<file path="src/tcc_pkg.sv">
// ----------------------------------------------------------------------------
// tcc_pkg: shared types and constants for the text console cursor control
// Character codes, register indexes, reset values and the result record.
// ----------------------------------------------------------------------------
package tcc_pkg;

	// Character codes with special meaning.
	localparam logic [7:0] CH_NEWLINE   = 8'd10;
	localparam logic [7:0] CH_BACKSPACE = 8'd8;
	localparam logic [7:0] CH_ESCAPE    = 8'd27;
	localparam logic [7:0] CH_SPACE     = 8'd32;

	// Configuration register indexes.
	localparam int unsigned CFG_IDX_W = 2;
	localparam logic [CFG_IDX_W-1:0] REG_SCREEN_WIDTH  = 2'd0;
	localparam logic [CFG_IDX_W-1:0] REG_SCREEN_HEIGHT = 2'd1;

	// Register reset values.
	localparam logic [7:0] WIDTH_RESET  = 8'd80;
	localparam logic [7:0] HEIGHT_RESET = 8'd25;

	// Display action codes.
	localparam logic ACT_WRITE  = 1'b0;
	localparam logic ACT_SCROLL = 1'b1;

	// One result item.
	typedef struct packed {
		logic       action;
		logic [7:0] row;
		logic [7:0] column;
		logic [7:0] glyph;
		logic       final_result;
	} result_t;

	// Outcome of one character: new cursor and up to two results.
	typedef struct packed {
		logic [7:0] row;
		logic [7:0] column;
		logic [1:0] count;
		result_t    res0;
		result_t    res1;
	} step_t;

endpackage

</file>
<file path="src/tcc_step.sv">
// ----------------------------------------------------------------------------
// tcc_step: cursor update for one character
// Clamps the cursor into the display, applies the character and forms the
// display actions that it causes.
// ----------------------------------------------------------------------------
module tcc_step (
	input  logic [7:0]     char_code,
	input  logic [7:0]     screen_width,
	input  logic [7:0]     screen_height,
	input  logic [7:0]     cur_row,
	input  logic [7:0]     cur_column,
	output tcc_pkg::step_t step
);

	logic [7:0] w;
	logic [7:0] h;
	logic [7:0] r0;
	logic [7:0] c0;
	logic [8:0] c_inc;
	logic [8:0] r_inc;
	logic       col_wrap;
	logic [8:0] r_nl;
	tcc_pkg::result_t write_res;
	tcc_pkg::result_t scroll_res;

	// A size of zero acts as one; a cursor beyond the display is pulled in.
	assign w  = (screen_width  == 8'd0) ? 8'd1 : screen_width;
	assign h  = (screen_height == 8'd0) ? 8'd1 : screen_height;
	assign r0 = (cur_row    >= h) ? h - 8'd1 : cur_row;
	assign c0 = (cur_column >= w) ? w - 8'd1 : cur_column;

	assign c_inc    = {1'b0, c0} + 9'd1;
	assign r_inc    = {1'b0, r0} + 9'd1;
	assign col_wrap = (c_inc >= {1'b0, w});
	assign r_nl     = (c0 != 8'd0) ? r_inc : {1'b0, r0};

	assign scroll_res = '{action: tcc_pkg::ACT_SCROLL, row: 8'd0, column: 8'd0,
		glyph: 8'd0, final_result: 1'b1};

	// Decode the character and form the results.
	always_comb begin
		write_res = '{action: tcc_pkg::ACT_WRITE, row: r0, column: c0,
			glyph: char_code, final_result: 1'b1};
		step.row    = r0;
		step.column = c0;
		step.count  = 2'd0;
		step.res0   = write_res;
		step.res1   = scroll_res;
		unique case (char_code)
			tcc_pkg::CH_NEWLINE: begin
				step.column = 8'd0;
				if (r_nl >= {1'b0, h}) begin
					step.row   = h - 8'd1;
					step.count = 2'd1;
					step.res0  = scroll_res;
				end else begin
					step.row = r_nl[7:0];
				end
			end
			tcc_pkg::CH_BACKSPACE: begin
				if (c0 != 8'd0) begin
					step.column = c0 - 8'd1;
				end else if (r0 != 8'd0) begin
					step.column = w - 8'd1;
					step.row    = r0 - 8'd1;
				end
				step.count        = 2'd1;
				step.res0.row     = step.row;
				step.res0.column  = step.column;
				step.res0.glyph   = tcc_pkg::CH_SPACE;
			end
			tcc_pkg::CH_ESCAPE: begin
				step.count = 2'd0;
			end
			default: begin
				// Printed character: write, advance with wrap, scroll past the last row.
				if (col_wrap) begin
					step.column = 8'd0;
					if (r_inc >= {1'b0, h}) begin
						step.row                = h - 8'd1;
						step.count              = 2'd2;
						step.res0.final_result  = 1'b0;
					end else begin
						step.row   = r_inc[7:0];
						step.count = 2'd1;
					end
				end else begin
					step.column = c_inc[7:0];
					step.count  = 2'd1;
				end
			end
		endcase
	end

endmodule

</file>
<file path="src/text_console_cursor_control.sv">
// ----------------------------------------------------------------------------
// text_console_cursor_control: cursor tracking for a character display
// Takes one character per item, keeps the cursor cell and issues cell
// writes and scroll commands through a three-entry result queue.
// ----------------------------------------------------------------------------
//
//  channel  | handshake              | payload
//  ---------+------------------------+---------------------------------------
//  input    | in_valid / in_stall    | char_code
//  output   | out_valid / out_stall  | action, cell_row, cell_column, glyph,
//           |                        | final_result
//  config   | cfg_valid / cfg_ready  | cfg_index, cfg_data
//
// A character is handled in the cycle it is accepted: the cursor registers
// and the result queue load at that edge, and the first result is offered in
// the next cycle. One item can be taken every cycle while the queue holds at
// most one result, so while the output does not stall the rate is one item per
// cycle for single-result items and set by the output drain otherwise.
// Reset clears the cursor, restores the sizes to 80 by 25 and empties the
// queue. A stall on the output holds the head result and fills the queue.
module text_console_cursor_control (
	input  logic                         clk,
	input  logic                         arst_n,
	input  logic                         in_valid,
	output logic                         in_stall,
	input  logic [7:0]                   char_code,
	output logic                         out_valid,
	input  logic                         out_stall,
	output logic                         action,
	output logic [7:0]                   cell_row,
	output logic [7:0]                   cell_column,
	output logic [7:0]                   glyph,
	output logic                         final_result,
	input  logic                         cfg_valid,
	output logic                         cfg_ready,
	input  logic [tcc_pkg::CFG_IDX_W-1:0] cfg_index,
	input  logic [7:0]                   cfg_data
);

	logic [7:0] width_q;
	logic [7:0] height_q;
	logic [7:0] row_q;
	logic [7:0] column_q;
	logic [1:0] count_q;
	logic [1:0] count_next;
	logic [1:0] base;
	logic       push;
	logic       pop;
	tcc_pkg::step_t   step;
	tcc_pkg::result_t queue_q [3];
	tcc_pkg::result_t queue_next [3];

	tcc_step u_step (
		.char_code     (char_code),
		.screen_width  (width_q),
		.screen_height (height_q),
		.cur_row       (row_q),
		.cur_column    (column_q),
		.step          (step)
	);

	// Handshakes.
	assign cfg_ready = 1'b1;
	assign in_stall  = (count_q > 2'd1);
	assign push      = in_valid && !in_stall;
	assign out_valid = (count_q != 2'd0);
	assign pop       = out_valid && !out_stall;

	// Configuration registers.
	always_ff @(posedge clk or negedge arst_n) begin
		if (!arst_n) begin
			width_q  <= tcc_pkg::WIDTH_RESET;
			height_q <= tcc_pkg::HEIGHT_RESET;
		end else if (cfg_valid && cfg_ready) begin
			if (cfg_index == tcc_pkg::REG_SCREEN_WIDTH) begin
				width_q <= cfg_data;
			end else if (cfg_index == tcc_pkg::REG_SCREEN_HEIGHT) begin
				height_q <= cfg_data;
			end
		end
	end

	// Cursor state.
	always_ff @(posedge clk or negedge arst_n) begin
		if (!arst_n) begin
			row_q    <= 8'd0;
			column_q <= 8'd0;
		end else if (push) begin
			row_q    <= step.row;
			column_q <= step.column;
		end
	end

	// Result queue: shift down on a pop, append the new results behind.
	assign base = count_q - {1'b0, pop};

	always_comb begin
		queue_next[0] = pop ? queue_q[1] : queue_q[0];
		queue_next[1] = pop ? queue_q[2] : queue_q[1];
		queue_next[2] = queue_q[2];
		if (push && step.count != 2'd0) begin
			queue_next[base] = step.res0;
			if (step.count == 2'd2) begin
				queue_next[base + 2'd1] = step.res1;
			end
		end
		count_next = base + (push ? step.count : 2'd0);
	end

	always_ff @(posedge clk or negedge arst_n) begin
		if (!arst_n) begin
			count_q <= 2'd0;
		end else begin
			count_q <= count_next;
		end
	end

	always_ff @(posedge clk) begin
		for (int i = 0; i < 3; i++) begin
			queue_q[i] <= queue_next[i];
		end
	end

	// Head of the queue drives the output.
	assign action       = queue_q[0].action;
	assign cell_row     = queue_q[0].row;
	assign cell_column  = queue_q[0].column;
	assign glyph        = queue_q[0].glyph;
	assign final_result = queue_q[0].final_result;

endmodule

</file>
<file path="config.mk">
export PLATFORM = sky130hd
export DESIGN_NAME = text_console_cursor_control
export DESIGN_NICKNAME = d
export VERILOG_FILES = /design/src/tcc_pkg.sv /design/src/tcc_step.sv /design/src/text_console_cursor_control.sv
export SDC_FILE = /design/constraint.sdc
export NUM_CORES = 1
export LEC_CHECK = 0
export BUFFER_PORTS_ARGS = -buffer_cell sky130_fd_sc_hd__clkbuf_2
export CORE_ASPECT_RATIO = 0.7
export CORE_MARGIN = 3
export CORE_UTILIZATION = 50
export DETAILED_ROUTE_END_ITERATION = 16
export PLACE_DENSITY = 0.71
export SKIP_CTS_REPAIR_TIMING = 1
export SLEW_MARGIN = 20
export SYNTH_ARGS = -nofsm -noshare
export SYNTH_HDL_FRONTEND = slang
export SYNTH_SLANG_ARGS = --single-unit
</file>
<file path="constraint.sdc">
create_clock -name clk -period 11.6 [get_ports clk]
set_input_delay 1.74 -clock clk [delete_from_list [all_inputs] [get_ports clk]]
set_output_delay 1.74 -clock clk [all_outputs]
set_load 0.02 [all_outputs]
</file>
==> impl_metrics.env <==
export IMPL_cts_root_buf="clkbuf_16"
export IMPL_path_clk_slew_ns=0.10
export IMPL_drc_errors=0
export IMPL_clk_latency_ns=0.37
export IMPL_finalSetupViolCount=0
export IMPL_avgSynthCellArea_um2=8.50
export IMPL_placed_cells=1191
export IMPL_rr_endpoint="queue_q[0][50]$_DFF_P_"
export IMPL_hp_class="reg2reg"
export IMPL_drive_above_1_share_pct=13.0
export IMPL_synth_seq_cells=112
export IMPL_hold_path_end="queue_q[0][6]$_DFF_P_"
export IMPL_final_nets=1053
export IMPL_max_cap_violations=0
export IMPL_io_buffer_count=50
export IMPL_die_w_um=160
export IMPL_numCtsBuffers=9
export IMPL_synth_area_mm2=0.00835
export IMPL_drt_initial_drc_count=1212
export IMPL_skew_ns=0.0165
export IMPL_cts_sinks=112
export IMPL_synthToLayoutAreaGrowth_pct=6.82
export IMPL_final_cell_count_no_fill=1207
export IMPL_final_cell_mix="114 x nand2_1, 69 x mux2i_1, 65 x nor2_1, 62 x o21ai_0, 53 x o22ai_1"
export IMPL_cts_max_level=3
export IMPL_hold_depth=2
export IMPL_synthArstFlopShare_pct=30.4
export IMPL_dp_hpwl_um=18100
export IMPL_drv_slew=0
export IMPL_cts_tree="done"
export IMPL_antenna_found_initial=0
export IMPL_syn_nets=1053
export IMPL_vias_per_cell=6.40
export IMPL_synth_flop_cell="dfxtp_1"
export IMPL_ys_seq_area_share_pct=32.1
export IMPL_utilization_pct=56.0
export IMPL_ff2ff_setup_slack_ns=3.57
export IMPL_ant_nets=0
export IMPL_status="complete, no violations"
export IMPL_cp_slowest_cell="or4b_2"
export IMPL_antenna_cells=0
export IMPL_die_h_um=114
export IMPL_grt_usage_pct=26.9
export IMPL_worstPathArrival_ns=8.24
export IMPL_slew_headroom_pct=19.1
export IMPL_synth_distinct_cells=82
export IMPL_synth_cells=982
export IMPL_rows=38
export IMPL_grt_pass1_vias=7121
export IMPL_first_pass_iters=6
export IMPL_final_common_cell="nand2_1"
export IMPL_fmax_mhz=125
export IMPL_cp_end_kind="register"
export IMPL_io_pins=52
export IMPL_drt_wl_total_um=24800
export IMPL_worst_setup_path_type="reg2reg"
export IMPL_hold_viol=0
export IMPL_grt_setup_unrepaired="false"
export IMPL_hp_start="queue_q[0][6]$_DFF_P_"
export IMPL_start_util_pct=52.4
export IMPL_tightest_slew_ns=1.21
export IMPL_rr_worst_depth=27
export IMPL_cts_max_path_buffers=2
export IMPL_fin_crit_ns=8.03
export IMPL_grt_max_degree=52
export IMPL_wl_per_cell_um=20.5
export IMPL_grt_overflow=0
export IMPL_timing_final_crit_share_pct=69.2
export IMPL_rr_startpoint="width_q[2]$_DFFE_PN0P_"
export IMPL_path_max_fanout=21
export IMPL_routabilityCongestion=1.01
export IMPL_dieArea_mm2=0.0183
export IMPL_cpPeakStageDelay_ns=0.63
export IMPL_vias=7728
export IMPL_critPathRequiredTime_ns=11.81
export IMPL_startpoint_type="register"
export IMPL_grt_pass1_wl_um=39800
export IMPL_fp_coreArea_mm2=0.0159
export IMPL_synth_edf_count=26
export IMPL_timing_setup_tns_ns=0
export IMPL_yosys_warnings=0
cells in the mapped netlist (9+ instances only):
| cell | number | area share, % |
|---|---|---|
| a31oi_1 | 10 | 0.75 |
| edfxtp_1 | 26 | 9.4 |
| buf_2 | 9 | 0.54 |
| a211oi_1 | 19 | 1.7 |
| dfrtp_1 | 29 | 8.7 |
| inv_1 | 38 | 1.7 |
| ha_1 | 48 | 7.2 |
| nand2_1 | 115 | 5.2 |
| o31ai_1 | 12 | 1.1 |
| buf_4 | 25 | 2.2 |
| xnor2_1 | 27 | 2.8 |
| mux2_2 | 17 | 2.3 |
| nor3_1 | 11 | 0.66 |
| a21oi_1 | 51 | 3.1 |
| nand2b_1 | 10 | 0.75 |
| o21a_1 | 10 | 0.90 |
| o21ai_0 | 62 | 3.7 |
| nor2_1 | 65 | 2.9 |
| o2bb2ai_1 | 10 | 1.0 |
| nand3_1 | 23 | 1.4 |
| mux2i_1 | 69 | 8.3 |
| clkbuf_1 | 35 | 1.6 |
| o22ai_1 | 53 | 4.0 |
| nand4_1 | 9 | 0.67 |
| dfxtp_1 | 52 | 12 |
cells by family (layout without fill, tap and decap cells):
| logic type | count (synthesis) | in the layout | synth area share (%) |
|---|---|---|---|
| AOI/OAI and AO/OA | 291 | 291 | 22.8 |
| muxes | 86 | 86 | 10.6 |
| DFF | 112 | 112 | 32.1 |
| other | 1 | 1 | 0.0449 |
| xor gates and xnor gates | 34 | 34 | 3.57 |
| buffers and inverters | 113 | 118 | 6.43 |
| adders and majority gates | 48 | 48 | 7.19 |
| and+or+nand+nor | 297 | 297 | 17.3 |
critical path: cells and delay by family, from the launching register on:
| kind | cells | cell delay, ns |
|---|---|---|
| AO/OA/AOI/OAI | 11 | 2.49 |
| AND/OR/NAND/NOR | 6 | 2.42 |
| buffers and inverters | 5 | 0.91 |
| multiplexers | 2 | 0.68 |
| flip-flops | 1 | 0.49 |
| adder cells (fa/ha/maj) | 3 | 0.84 |
state kept, by name (all words and copies together) (netlist names):
signal / count
column_q: 8
width_q: 8
count_q: 2
row_q: 8
queue_q: 78
height_q: 8
area by class of cell:
cell class	instances	area, µm²
Clock buffer	9	225
Tap cell	220	275
Fill cell	1451	7010
Sequential cell	112	2680
Multi-Input combinational cell	757	5150
Clock inverter	7	98.8
Timing Repair Buffer	63	348
Inverter	39	146
through the flow:
stage,setup WS [ns],hold slack [ns],cell area (µm²)
after detailed placement,3.81,0.527,8590
final,3.57,0.548,8920
after global placement,4.00,0.513,8590
after CTS,3.76,0.548,8920
after global routing,3.07,0.571,8920
after floorplan,4.70,0.488,8350
metal layers:
layer  vias to the layer above  track usage (%)  wire length [µm]
li1                       3620                -                 -
met1                      3676             42.1             11900
met3                        37             5.06              2500
met2                       395             38.3             10100
met5                         -                0                 0
met4                         0             5.32               297
how the worst max path moves through the flow:
stage | to | slack, ns | cells after the start | start
global placement | queue_q[0][43]$_DFF_P_ | 4.00 | 27 | width_q[2]$_DFFE_PN0P_
CTS | queue_q[0][50]$_DFF_P_ | 3.76 | 27 | width_q[2]$_DFFE_PN0P_
global route | queue_q[0][50]$_DFF_P_ | 3.07 | 27 | width_q[2]$_DFFE_PN0P_
floorplan | queue_q[0][25]$_DFF_P_ | 4.70 | 30 | width_q[2]$_DFFE_PN0P_
detailed placement | queue_q[0][50]$_DFF_P_ | 3.81 | 27 | width_q[2]$_DFFE_PN0P_
finish | queue_q[0][50]$_DFF_P_ | 3.57 | 27 | width_q[2]$_DFFE_PN0P_
Power is left out: the tool's default activity adds up to more than one toggle a clock period on the data nets, which glitch-free logic cannot reach.
